===== src/skf_pkg.sv =====
`timescale 1ns / 1ps

package skf_pkg;

    localparam int unsigned DATA_W  = 32;
    localparam int unsigned GAIN_W  = 17;
    localparam int unsigned DEN_W   = DATA_W + 1;
    localparam int unsigned REM_W   = DATA_W + 2;
    localparam int unsigned ALU_W   = 51;
    localparam int unsigned FRAC_W  = 16;
    localparam int unsigned STEPS   = GAIN_W;
    localparam int unsigned CNT_W   = 5;
    localparam int unsigned ADDR_W  = 3;

    localparam logic [CNT_W-1:0]  CNT_FIRST = CNT_W'(STEPS - 1);
    localparam logic [GAIN_W-1:0] ONE_Q16   = GAIN_W'(65536);

    localparam logic [DATA_W-1:0] PROCESS_NOISE_RESET     = DATA_W'(66);
    localparam logic [DATA_W-1:0] MEASUREMENT_NOISE_RESET = DATA_W'(65536);

    // Register index as seen on paddr[2] (word-aligned map).
    localparam logic REG_PROCESS_NOISE     = 1'b0;
    localparam logic REG_MEASUREMENT_NOISE = 1'b1;

    typedef enum logic [2:0] {
        ST_IDLE,
        ST_DIV,
        ST_MUL_EST,
        ST_MUL_COV,
        ST_DONE
    } state_t;

endpackage


===== src/scalar_kalman_filter.sv =====
`timescale 1ns / 1ps

// Scalar Kalman filter, signed Q16.16 measurements in, corrected estimate
// and the Q1.16 gain out (65536 means one). A transfer runs from acceptance
// until the next measurement can be accepted, in this order: a setup step,
// 17 restoring-division steps for the gain, 17 shift-add steps for the
// estimate correction, 17 for the new covariance, and a last step that hands
// the result to the output register once that register is free. All three
// iterative phases run through a single shared 51-bit adder. The block
// takes no new measurement while a transfer is in progress. The output
// register holds a finished result until it is taken, and a new measurement
// is accepted while it waits. The process and measurement noise registers
// are at byte addresses 0 and 4 and must only be written while idle.
module scalar_kalman_filter (
    input  logic                clk,
    input  logic                rst_n,

    input  logic                in_valid,
    output logic                in_stall,
    input  logic signed [31:0]  measurement,

    output logic                out_valid,
    input  logic                out_stall,
    output logic signed [31:0]  estimate,
    output logic [16:0]         gain,
    output logic                zero_denominator,

    input  logic                psel,
    input  logic                penable,
    input  logic                pwrite,
    input  logic [2:0]          paddr,
    input  logic [31:0]         pwdata,
    output logic [31:0]         prdata,
    output logic                pready
);

    skf_pkg::state_t state_reg, state_next;

    logic [skf_pkg::CNT_W-1:0]  cnt_reg, cnt_next;
    logic [31:0]                pn_reg, pn_next;
    logic [31:0]                mn_reg, mn_next;
    logic [31:0]                estimate_reg, estimate_next;
    logic [31:0]                covariance_reg, covariance_next;
    logic                       out_valid_reg, out_valid_next;

    logic [31:0]                meas_reg, meas_next;
    logic [31:0]                prior_reg, prior_next;
    logic [skf_pkg::DEN_W-1:0]  denom_reg, denom_next;
    logic                       zden_reg, zden_next;
    logic [skf_pkg::REM_W-1:0]  rem_reg, rem_next;
    logic [16:0]                mq_reg, mq_next;
    logic [16:0]                gain_reg, gain_next;
    logic [skf_pkg::ALU_W-1:0]  mcand_reg, mcand_next;
    logic [skf_pkg::ALU_W-1:0]  acc_reg, acc_next;
    logic [31:0]                est_new_reg, est_new_next;
    logic [31:0]                cov_new_reg, cov_new_next;
    logic [31:0]                out_est_reg, out_est_next;
    logic [16:0]                out_gain_reg, out_gain_next;
    logic                       out_zden_reg, out_zden_next;

    // Shared adder/subtractor.
    logic [skf_pkg::ALU_W-1:0]  alu_a, alu_b, alu_sum;
    logic                       alu_sub;

    logic                       in_xfer;
    logic                       cfg_write;
    logic [32:0]                prior_sum;
    logic [31:0]                prior_sat;
    logic [skf_pkg::DEN_W-1:0]  denom_sum;
    logic [32:0]                diff;
    logic [skf_pkg::REM_W:0]    div_shift;
    logic                       div_neg;
    logic [16:0]                quo_full;
    logic [16:0]                gain_sel;
    logic [34:0]                corr;
    logic [34:0]                est_sum;
    logic [31:0]                est_sat;

    assign in_stall         = (state_reg != skf_pkg::ST_IDLE);
    assign in_xfer          = in_valid && !in_stall;
    assign out_valid        = out_valid_reg;
    assign estimate         = out_est_reg;
    assign gain             = out_gain_reg;
    assign zero_denominator = out_zden_reg;

    assign pready    = 1'b1;
    assign cfg_write = psel && penable && pwrite && pready;
    assign prdata    = (paddr[2] == skf_pkg::REG_MEASUREMENT_NOISE) ? mn_reg : pn_reg;

    assign alu_sum = alu_a + (alu_sub ? ~alu_b : alu_b) + {{(skf_pkg::ALU_W-1){1'b0}}, alu_sub};

    // Setup arithmetic for a new measurement.
    assign prior_sum = {1'b0, covariance_reg} + {1'b0, pn_reg};
    assign prior_sat = prior_sum[32] ? 32'hFFFF_FFFF : prior_sum[31:0];
    assign denom_sum = {1'b0, prior_sat} + {1'b0, mn_reg};

    // Restoring division step: bring in the next numerator bit, which is
    // the low bit of the prior on the first step and zero afterward.
    assign div_shift = {rem_reg, (cnt_reg == skf_pkg::CNT_FIRST) ? prior_reg[0] : 1'b0};
    assign div_neg   = alu_sum[skf_pkg::ALU_W-1];
    assign quo_full  = {mq_reg[15:0], !div_neg};
    assign gain_sel  = zden_reg ? 17'd0 : quo_full;
    assign diff      = {meas_reg[31], meas_reg} - {estimate_reg[31], estimate_reg};

    // The arithmetic shift of the product rounds toward minus infinity.
    assign corr    = alu_sum[50:16];
    assign est_sum = {{3{estimate_reg[31]}}, estimate_reg} + corr;
    always_comb
    begin
        if (est_sum[34:31] == 4'b0000 || est_sum[34:31] == 4'b1111)
        begin
            est_sat = est_sum[31:0];
        end
        else
        begin
            est_sat = est_sum[34] ? 32'h8000_0000 : 32'h7FFF_FFFF;
        end
    end

    always_comb
    begin
        state_next      = state_reg;
        cnt_next        = cnt_reg;
        pn_next         = pn_reg;
        mn_next         = mn_reg;
        estimate_next   = estimate_reg;
        covariance_next = covariance_reg;
        out_valid_next  = out_valid_reg && out_stall;
        meas_next       = meas_reg;
        prior_next      = prior_reg;
        denom_next      = denom_reg;
        zden_next       = zden_reg;
        rem_next        = rem_reg;
        mq_next         = mq_reg;
        gain_next       = gain_reg;
        mcand_next      = mcand_reg;
        acc_next        = acc_reg;
        est_new_next    = est_new_reg;
        cov_new_next    = cov_new_reg;
        out_est_next    = out_est_reg;
        out_gain_next   = out_gain_reg;
        out_zden_next   = out_zden_reg;
        alu_a           = '0;
        alu_b           = '0;
        alu_sub         = 1'b0;

        if (cfg_write)
        begin
            if (paddr[2] == skf_pkg::REG_MEASUREMENT_NOISE)
            begin
                mn_next = pwdata;
            end
            else
            begin
                pn_next = pwdata;
            end
        end

        case (state_reg)
            skf_pkg::ST_IDLE:
            begin
                if (in_xfer)
                begin
                    meas_next  = measurement;
                    prior_next = prior_sat;
                    denom_next = denom_sum;
                    zden_next  = (denom_sum == '0);
                    rem_next   = {3'b000, prior_sat[31:1]};
                    mq_next    = '0;
                    cnt_next   = skf_pkg::CNT_FIRST;
                    state_next = skf_pkg::ST_DIV;
                end
            end

            skf_pkg::ST_DIV:
            begin
                alu_a    = {{(skf_pkg::ALU_W-skf_pkg::REM_W-1){1'b0}}, div_shift};
                alu_b    = {{(skf_pkg::ALU_W-skf_pkg::DEN_W){1'b0}}, denom_reg};
                alu_sub  = 1'b1;
                rem_next = div_neg ? div_shift[skf_pkg::REM_W-1:0]
                                   : alu_sum[skf_pkg::REM_W-1:0];
                mq_next  = quo_full;
                if (cnt_reg == '0)
                begin
                    gain_next  = gain_sel;
                    mq_next    = gain_sel;
                    mcand_next = {{(skf_pkg::ALU_W-33){diff[32]}}, diff};
                    acc_next   = '0;
                    cnt_next   = skf_pkg::CNT_FIRST;
                    state_next = skf_pkg::ST_MUL_EST;
                end
                else
                begin
                    cnt_next = cnt_reg - 1'b1;
                end
            end

            skf_pkg::ST_MUL_EST, skf_pkg::ST_MUL_COV:
            begin
                alu_a      = acc_reg;
                alu_b      = mq_reg[0] ? mcand_reg : '0;
                acc_next   = alu_sum;
                mcand_next = {mcand_reg[skf_pkg::ALU_W-2:0], 1'b0};
                mq_next    = {1'b0, mq_reg[16:1]};
                if (cnt_reg != '0)
                begin
                    cnt_next = cnt_reg - 1'b1;
                end
                else if (state_reg == skf_pkg::ST_MUL_EST)
                begin
                    est_new_next = est_sat;
                    mq_next      = skf_pkg::ONE_Q16 - gain_reg;
                    mcand_next   = {{(skf_pkg::ALU_W-32){1'b0}}, prior_reg};
                    acc_next     = '0;
                    cnt_next     = skf_pkg::CNT_FIRST;
                    state_next   = skf_pkg::ST_MUL_COV;
                end
                else
                begin
                    cov_new_next = alu_sum[47:16];
                    state_next   = skf_pkg::ST_DONE;
                end
            end

            skf_pkg::ST_DONE:
            begin
                if (!out_valid_reg || !out_stall)
                begin
                    out_est_next    = est_new_reg;
                    out_gain_next   = gain_reg;
                    out_zden_next   = zden_reg;
                    out_valid_next  = 1'b1;
                    estimate_next   = est_new_reg;
                    covariance_next = cov_new_reg;
                    state_next      = skf_pkg::ST_IDLE;
                end
            end

            default:
            begin
                state_next = skf_pkg::ST_IDLE;
            end
        endcase
    end

    always_ff @(posedge clk or negedge rst_n)
    begin
        if (!rst_n)
        begin
            state_reg      <= skf_pkg::ST_IDLE;
            cnt_reg        <= '0;
            pn_reg         <= skf_pkg::PROCESS_NOISE_RESET;
            mn_reg         <= skf_pkg::MEASUREMENT_NOISE_RESET;
            estimate_reg   <= '0;
            covariance_reg <= '0;
            out_valid_reg  <= 1'b0;
        end
        else
        begin
            state_reg      <= state_next;
            cnt_reg        <= cnt_next;
            pn_reg         <= pn_next;
            mn_reg         <= mn_next;
            estimate_reg   <= estimate_next;
            covariance_reg <= covariance_next;
            out_valid_reg  <= out_valid_next;
        end
    end

    always_ff @(posedge clk)
    begin
        meas_reg     <= meas_next;
        prior_reg    <= prior_next;
        denom_reg    <= denom_next;
        zden_reg     <= zden_next;
        rem_reg      <= rem_next;
        mq_reg       <= mq_next;
        gain_reg     <= gain_next;
        mcand_reg    <= mcand_next;
        acc_reg      <= acc_next;
        est_new_reg  <= est_new_next;
        cov_new_reg  <= cov_new_next;
        out_est_reg  <= out_est_next;
        out_gain_reg <= out_gain_next;
        out_zden_reg <= out_zden_next;
    end

`ifndef SYNTHESIS
    a_gain_range: assert property (@(posedge clk) disable iff (!rst_n)
        out_valid |-> (gain <= skf_pkg::ONE_Q16))
        else $error("gain above one");

    a_zero_den_gain: assert property (@(posedge clk) disable iff (!rst_n)
        (out_valid && zero_denominator) |-> (gain == 17'd0))
        else $error("nonzero gain with zero denominator");

    a_busy_after_accept: assert property (@(posedge clk) disable iff (!rst_n)
        in_xfer |=> (in_stall && !$rose(out_valid)))
        else $error("filter ready or finished right after accepting a measurement");
`endif

endmodule


===== config.mk =====
export PLATFORM = sky130hd
export DESIGN_NAME = scalar_kalman_filter
export DESIGN_NICKNAME = d
export VERILOG_FILES = /design/src/skf_pkg.sv /design/src/scalar_kalman_filter.sv
export SDC_FILE = /design/constraint.sdc
export NUM_CORES = 1
export LEC_CHECK = 0
export ABC_AREA = 1
export BUFFER_PORTS_ARGS = -buffer_cell sky130_fd_sc_hd__buf_4
export CORE_MARGIN = 5
export CORE_UTILIZATION = 60
export DETAILED_ROUTE_END_ITERATION = 10
export GPL_ROUTABILITY_DRIVEN = 1
export PLACE_DENSITY = 0.83
export SETUP_SLACK_MARGIN = 0.4
export SLEW_MARGIN = 20
export SYNTH_ARGS = -nofsm -noshare
export SYNTH_HDL_FRONTEND = slang
export SYNTH_SLANG_ARGS = --single-unit

===== constraint.sdc =====
create_clock -name clk -period 10.63 [get_ports clk]
set_input_delay 1.5945 -clock clk [delete_from_list [all_inputs] [get_ports clk]]
set_output_delay 1.5945 -clock clk [all_outputs]
set_load 0.05 [all_outputs]

# ---- After elaboration in Yosys (flattened, before gate mapping)
# Index checks and enable logic that the tools add are counted.
dict set report classes {
  n_eq_ne 11
  addsub 8
  n_reduce_logical 32
  mux 40
  bitwise_logic 4
}
# op n
set op_table {}
lappend op_table {{$mux W51} 8}
lappend op_table {{$pmux W51 S2} 4}
lappend op_table {{$mux W32} 4}
lappend op_table {{$mux W17} 5}
lappend op_table {{$mux W34} 2}
lappend op_table {{$pmux W34 S2} 1}
lappend op_table {{$add A32 B32 Y33} 2}
lappend op_table {{$add A51 B1 Y51} 1}
lappend op_table {{$add A51 B51 Y51} 1}
lappend op_table {{$not A51 Y51} 1}
lappend op_table {{$pmux W17 S3} 1}
lappend op_table {{$add A35 B35 Y35} 1}
lappend op_table {{$logic_not A33 Y1} 1}
lappend op_table {{$sub A32 B32 Y33} 1}
lappend op_table {{$mux W5} 4}
lappend op_table {{$sub A17 B17 Y17 const A} 1}
lappend op_table {{$reduce_and A2 Y1} 8}
lappend op_table {{$mux W3} 5}
lappend op_table {{$pmux W5 S3} 1}
lappend op_table {{$pmux W3 S4} 1}
lappend op_table {{$reduce_and A3 Y1} 3}
lappend op_table {{$ne A2 B2 Y1 const B} 4}
lappend op_table {{$eq A3 B2 Y1 const B} 2}
lappend op_table {{$reduce_bool A3 Y1} 2}
lappend op_table {{other kinds (18)} 31}
dict set report totals {
  input_bits 74
  out_inout_bits 85
  ff_bits 519
}

# ---- Logic depth before layout (Yosys ltp)
# Gate-level depths: netlist of the first run.
dict set report depth {
  word_depth 11
  ltp_mapped 39
  depth_no_buf 38
}

# ---- Worst setup path before layout of the first run
# No wires, ideal clock.
dict set report synth_timing {
  path_type {register to register}
  start {register state_reg[1]}
  end {register acc_reg[0] (netlist name) (enable)}
  required_time_ns 10.033
  setup_time_ns 0.597
  stages_incl_launch_ff 5
  synth_period_minus_slack_ns 6.613
  t_arrival_ns 6.017
  path_buffers 1
  setup_slack_ns 4.017
  cell_sequence {dfrtp_1 -> nor3_4 -> clkbuf_1 -> nor2_1 -> a21oi_1}
}
dict set report synth_between {
  elab_chain_cells 4
}
# item line_no
set synth_lines {}
lappend synth_lines {{start, declared} scalar_kalman_filter.sv:37} ;# skf_pkg::state_t state_reg, state_next;
lappend synth_lines {{start signal, assigned} scalar_kalman_filter.sv:250} ;# state_reg <= skf_pkg::ST_IDLE;
lappend synth_lines {{start signal, assigned} scalar_kalman_filter.sv:260} ;# state_reg <= state_next;
lappend synth_lines {{$eq A3 B2 Y1} scalar_kalman_filter.sv:159} ;# case (state_reg)
lappend synth_lines {{$reduce_or A2 Y1} scalar_kalman_filter.sv:159}
lappend synth_lines {{$reduce_bool A2 Y1 (no line)} n/a}
lappend synth_lines {{$reduce_and A2 Y1 (no line) (*)} n/a}
lappend synth_lines {{end signal, assigned} scalar_kalman_filter.sv:280} ;# acc_reg <= acc_next;
lappend synth_lines {{end, declared} scalar_kalman_filter.sv:54} ;# logic [skf_pkg::ALU_W-1:0] acc_reg, acc_next;
# Mark *: on every way between the ends. The rest lies on a longest branch, timed or not.
# A chain may end at the register's enable or synchronous reset.

# ---- Worst setup path in the final report of the first run
dict set report layout_timing {
  start {register state_reg[1]}
  end {register est_new_reg[28], data pin}
}
dict set report layout_between {
  elab_chain_cells 11
}
# item line_no
set layout_lines {}
lappend layout_lines {{$eq A3 B2 Y1} scalar_kalman_filter.sv:159}
lappend layout_lines {{$reduce_or A2 Y1} scalar_kalman_filter.sv:159}
lappend layout_lines {{$pmux W51 S2} scalar_kalman_filter.sv:159}
lappend layout_lines {{$not A51 Y51} scalar_kalman_filter.sv:90} ;# assign alu_sum = alu_a + (alu_sub ? ~alu_b : alu_b) + {{(skf_pkg::ALU_W-1){1'b0}}, alu_sub};
lappend layout_lines {{$mux W51} scalar_kalman_filter.sv:90}
lappend layout_lines {{$add A51 B51 Y51} scalar_kalman_filter.sv:90}
lappend layout_lines {{$add A51 B1 Y51 (*)} scalar_kalman_filter.sv:90}
lappend layout_lines {{via alu_sum, one bit} scalar_kalman_filter.sv:62} ;# logic [skf_pkg::ALU_W-1:0] alu_a, alu_b, alu_sum;
lappend layout_lines {{$add A35 B35 Y35 (*)} scalar_kalman_filter.sv:107} ;# assign est_sum = {{3{estimate_reg[31]}}, estimate_reg} + corr;
lappend layout_lines {{$eq A4 B4 Y1 / $logic_not A4 Y1 (equally long branches)} scalar_kalman_filter.sv:110} ;# if (est_sum[34:31] == 4'b0000 || est_sum[34:31] == 4'b1111)
lappend layout_lines {{$logic_or A1 B1 Y1} scalar_kalman_filter.sv:110}
lappend layout_lines {{$mux W32 (*)} scalar_kalman_filter.sv:110}
lappend layout_lines {{via est_sat[28]} scalar_kalman_filter.sv:77} ;# logic [31:0] est_sat;
lappend layout_lines {{end signal, assigned} scalar_kalman_filter.sv:281} ;# est_new_reg <= est_new_next;
lappend layout_lines {{end, declared} scalar_kalman_filter.sv:55} ;# logic [31:0] est_new_reg, est_new_next;
# The timed path passes the listed nets; every way through them passes the cells marked *.

==> results of run 1 <==
[worst paths after layout]
kind	startpoint	end	slack (ns)	cells after the start
max	state_reg[1]$_DFFE_PN0P_	est_new_reg[28]$_DFFE_PP_	2.82	27
min	est_new_reg[27]$_DFFE_PP_	estimate[27]$_DFFE_PP_	0.45	0
max reg2reg	state_reg[1]$_DFFE_PN0P_	est_new_reg[28]$_DFFE_PP_	2.82	27
min reg2reg	est_new_reg[27]$_DFFE_PP_	estimate[27]$_DFFE_PP_	0.45	0
max in group asynchronous	rst_n	estimate_reg[31]$_DFFE_PN0P_	8.22	2
min in group asynchronous	rst_n	mn_reg[31]$_DFFE_PN0P_	0.97	1
[area by class of cell]
cell class | instances | area share
Inverter | 436 | 0.0460
Timing Repair Buffer | 177 | 0.0378
Clock buffer | 68 | 0.0409
Multi-Input combinational cell | 2825 | 0.422
Tap cell | 688 | 0.0242
Clock inverter | 33 | 0.0103
Antenna cell | 1 | 0.0000703
Sequential cell | 519 | 0.419
[logic make-up after synthesis]
logic type,share of synthesized area
adders and majority gates,0.0747
buffers and inverters,0.0658
xor gates and xnor gates,0.0334
muxes,0.000626
AOI/OAI and AO/OA,0.139
DFF,0.466
other,0.000117
and+or+nand+nor,0.221
[Yosys cell counts, drive strengths merged, types with 2 or more instances]
cell	count	area, um2
buf	24	161
xnor2	46	403
clkbuf	82	308
o22ai	8	50.1
xor2	75	664
dfrtp	134	3350
nand3b	3	22.5
dfstp	3	78.8
a21oi	248	1240
a21boi	8	60.1
a221oi	7	61.3
nor3	44	231
o221ai	12	105
fa	5	100
nand4	28	175
ha	183	2290
a31oi	26	163
and2	5	31.3
o21bai	31	233
nor4	8	50.1
a21o	31	233
o2111ai	3	26.3
o21a	14	105
mux2i	2	20.0
inv	435	1630
nand2	1051	3980
or2	20	125
nor2	377	1420
nand3	196	1010
a22oi	27	203
and3	2	12.5
o211ai	11	82.6
edfxtp	382	11500
o21ai	326	1650
a22o	20	175
[layer usage]
layer / GRT usage / share of wire / up-vias
met5: 0 / 0 / -
met4: 0.116 / 0.039 / 0
met3: 0.0560 / 0.094 / 212
met2: 0.540 / 0.45 / 1303
met1: 0.479 / 0.42 / 13300
li1: - / - / 13300
[per-stage QoR]
step / cell area, um2 / utilization
2_1_floorplan: 32000 / -
3_3_place_gp: 33800 / 0.642
3_5_place_dp: 33800 / 0.642
4_1_cts: 35600 / 0.676
5_1_grt: 35600 / 0.676
6_report: 35600 / 0.676
==> metrics, run 1 <==
CTS tree done; area grow syn2layout 11.3%; Hold/Removal Path Class reg -> reg; Worst Hold Slack between 0.4 and 0.5 ns; Post-Syn Nets between 4000 and 5000; commonest non-fill, non-tap cell in the layout nand2_1; pin count of the biggest net entering global routing 148; # nets final 4275; yosys warns 0; crit path max fanout 65; Post-CTS Resized 0; post-route ant nets 0; Tightest Pin Transition roughly 1.1 ns; IO buf count 155; max reg flops 64; initial antenna violation count 0; GPL Wtd Cong 1.00; crit end category flip-flop; WL final 99300 um; first-pass GRT wire length 152000 um; Starting Density 0.608; CTS sink count 519; period utilisation layout 0.735; ys async rst share 0.264; sequential cell area 0.0149 mm2; drt first-iter violations ~3500; clk_lat worst skew 0.63 ns; gr ovfl total 0; CTS root buf clkbuf_16; placed instance count between 4000 and 5000; # IOs roughly 160; Max Clk Rate 128 MHz; register bit count reported by yosys 519; row count 84; FILL cells 4366; Post-synth EDFFs 382; total negative slack 0 ns; status complete, no violations; Critical Path RT 11.09 ns; delay-heaviest family, CP simple AND/OR/NAND/NOR gates; Final Hold Viols 0; Final WS setup 2.82 ns; Slowest-stage cell, CP nand3_2; Hold Buf Count CTS 0; Arr. time, crit path 8.27 ns; Total Routing Usage GR 0.339; clk buf depth 3; post-synth cell types 57; Core Area 0.0527 mm2; final cell count without fillers ~4700; clock transition at the registers of the reported paths 0.06 ns; post-synthesis cell area 0.0320 mm2; Main synth FF type edfxtp_1; hpwl dp ~76000 um; drt drc 0; TritonCTS buffer count 54; RSZ-0062 raised after global routing false; Worst Setup Start Kind flip-flop; most frequent cells in the layout nand2_1, inv_1, edfxtp_1; Fin Clk Skew ~0.024 ns; Avg Vias per Cell 5.93; Avg Cell Area, Syn 8.23 um2; vias in the first global route 26500; post-synthesis sequential area ratio 0.466; share of layout cells above drive strength 1 0.0793; normalized max-slew margin 0.249; area occupied by multi-input gates about 0.015 mm2; die width 241 um; via count 28100; drt wl/cell 20.9 um; Detailed Routing Iterations Pass 1 5; Die Area ~0.058 mm2; Slew Viols, Final 0; maxcap violations 0; WP buf/inv 4; # H-tree levels 2; crit path kind reg -> reg; final setup fails 0; post-CTS setup buffer count 0; Synth Instances 3886; pre-CTS setup slack 3.07 ns; minimum clock period between 7 and 8 ns; crit-path max cell delay 0.58 ns; Die Ht 241 um; critical path's most frequent cell nand2_1
Power of run 1 is left out: the tool's default activity adds up to more than one toggle a clock period on the data nets, which glitch-free logic cannot reach.
==> run 2: changes to the inputs <==
clock period = 7.3 ns   (was 10.63 ns; I/O delays follow)
==> run 2 against run 1 <==
  * Hold slack about the same
  * Critical path depth increased by 1
  * Routed wire length increased by 1.1%
  * Clock skew decreased by 0.0064 ns
  * Flip-flop and latch count unchanged
  * Via count increased by 0.63%
  * Sequential share of layout area decreased by 0.11 points
  * Non-clock buffer count increased by 21
==> metrics, run 2 (synthesis results as in run 1) <==
Final Util 0.678; # nets final 4295; status complete, no violations; WL final between 100000 and 150000 um; Fin Clk Skew 0.0175 ns; commonest non-fill, non-tap cell in the layout nand2_1; normalized max-slew margin 0.277; RSZ-0062 raised after global routing false; share of layout cells above drive strength 1 0.0831; die width 241 um; initial antenna violation count 1; post-CTS setup buffer count 0; gr ovfl total 0; critical path's most frequent cell nand2_1; WP buf/inv 5; Ant. Diodes 0; drt first-iter violations 3267; max reg flops 64; Slowest-stage cell, CP dfrtp_1; crit path kind reg -> reg; crit end category flip-flop; Die Ht 241 um; Starting Density 0.608; row count between 80 and 90; clk buf depth 3; post-route ant nets 0; Final Hold Viols 0; clock transition at the registers of the reported paths 0.06 ns; clk_lat worst skew 0.63 ns; vias in the first global route 26300; Worst Setup Start Kind flip-flop; delay-heaviest family, CP simple AND/OR/NAND/NOR gates; FILL cells 4341; final cell count without fillers 4765; period utilisation layout 0.881; Max Clk Rate 156 MHz; IO buf count 155; first-pass GRT wire length 152000 um; area grow syn2layout 11.6%; # IOs 159; drt wl/cell 21.1 um; Core Area 0.0527 mm2; pin count of the biggest net entering global routing 73; crit-path max cell delay 0.49 ns; maxcap violations 0; crit path max fanout 37; Hold Buf Count CTS 0; Detailed Routing Iterations Pass 1 6; Tightest Pin Transition around 1.1 ns; drt drc 0; total negative slack 0 ns; via count 28300; GPL Wtd Cong 1.01; Total Routing Usage GR 0.339; Slew Viols, Final 0; most frequent cells in the layout nand2_1, inv_1, edfxtp_1; final setup fails 0; CTS tree done; TritonCTS buffer count 53; minimum clock period about 6.4 ns; CTS sink count 519; hpwl dp about 77000 um; # H-tree levels 2; CTS root buf clkbuf_16; Critical Path RT 7.66 ns; Arr. time, crit path 6.79 ns; Die Area 0.0580 mm2; placed instance count 4666; Avg Vias per Cell between 5 and 6; Hold/Removal Path Class reg -> reg
run 2: final timing paths:
check                                         start                            to  slack [ns]  cells past startpoint
min in group asynchronous                     rst_n        mn_reg[13]$_DFFE_PN0P_        0.48                      1
max reg2reg                state_reg[2]$_DFFE_PN0P_     est_new_reg[22]$_DFFE_PP_        0.87                     28
max                        state_reg[2]$_DFFE_PN0P_     est_new_reg[22]$_DFFE_PP_        0.87                     28
max in group asynchronous                     rst_n  estimate_reg[27]$_DFFE_PN0P_        5.39                      2
min                          gain_reg[15]$_DFFE_PP_            gain[15]$_DFFE_PP_        0.45                      0
min reg2reg                  gain_reg[15]$_DFFE_PP_            gain[15]$_DFFE_PP_        0.45                      0
run 2: per-layer routing:
| metal | share of wire | GRT usage |
|---|---|---|
| met5 | 0.00014 | 0 |
| met4 | 0.037 | 0.116 |
| met3 | 0.10 | 0.0632 |
| met2 | 0.45 | 0.536 |
| met1 | 0.41 | 0.478 |
run 2: cell type report:
type	instances	area, um2	share of cell area
Sequential cell	519	14900	0.417
Clock inverter	27	277	0.00774
Timing Repair Buffer	198	1510	0.0423
Inverter	436	1640	0.0458
Tap cell	688	861	0.0241
Multi-Input combinational cell	2825	15000	0.421
Clock buffer	72	1470	0.0411
run 2: timing repair:
item / 4_1_cts / 5_1_grt
endpoints found under the hold margin: 0 / 0
setup endpoints to repair: 0 / 31
gates resized for setup: 0 / 3
run 2: worst register-to-register path, delay by kind of cell, from the launching register on:
kind            cells  cell delay (ns)
flops               1             0.49
simple gates       14             2.19
xor+xnor            2             0.35
buf+inv             5             1.21
fa+ha+maj           2             0.75
compound gates      5             1.15
run 2: through the flow:
stage | hold WS [ns] | cell area [um2] | setup WS (ns)
floorplan | 0.424 | 32000 | 0.687
global placement | 0.431 | 33900 | 0.958
detailed placement | 0.433 | 33900 | 0.841
CTS | 0.448 | 35700 | 0.820
global route | 0.455 | 35700 | 0.415
finish | 0.445 | 35700 | 0.871
Power of run 2 is left out for the same reason.
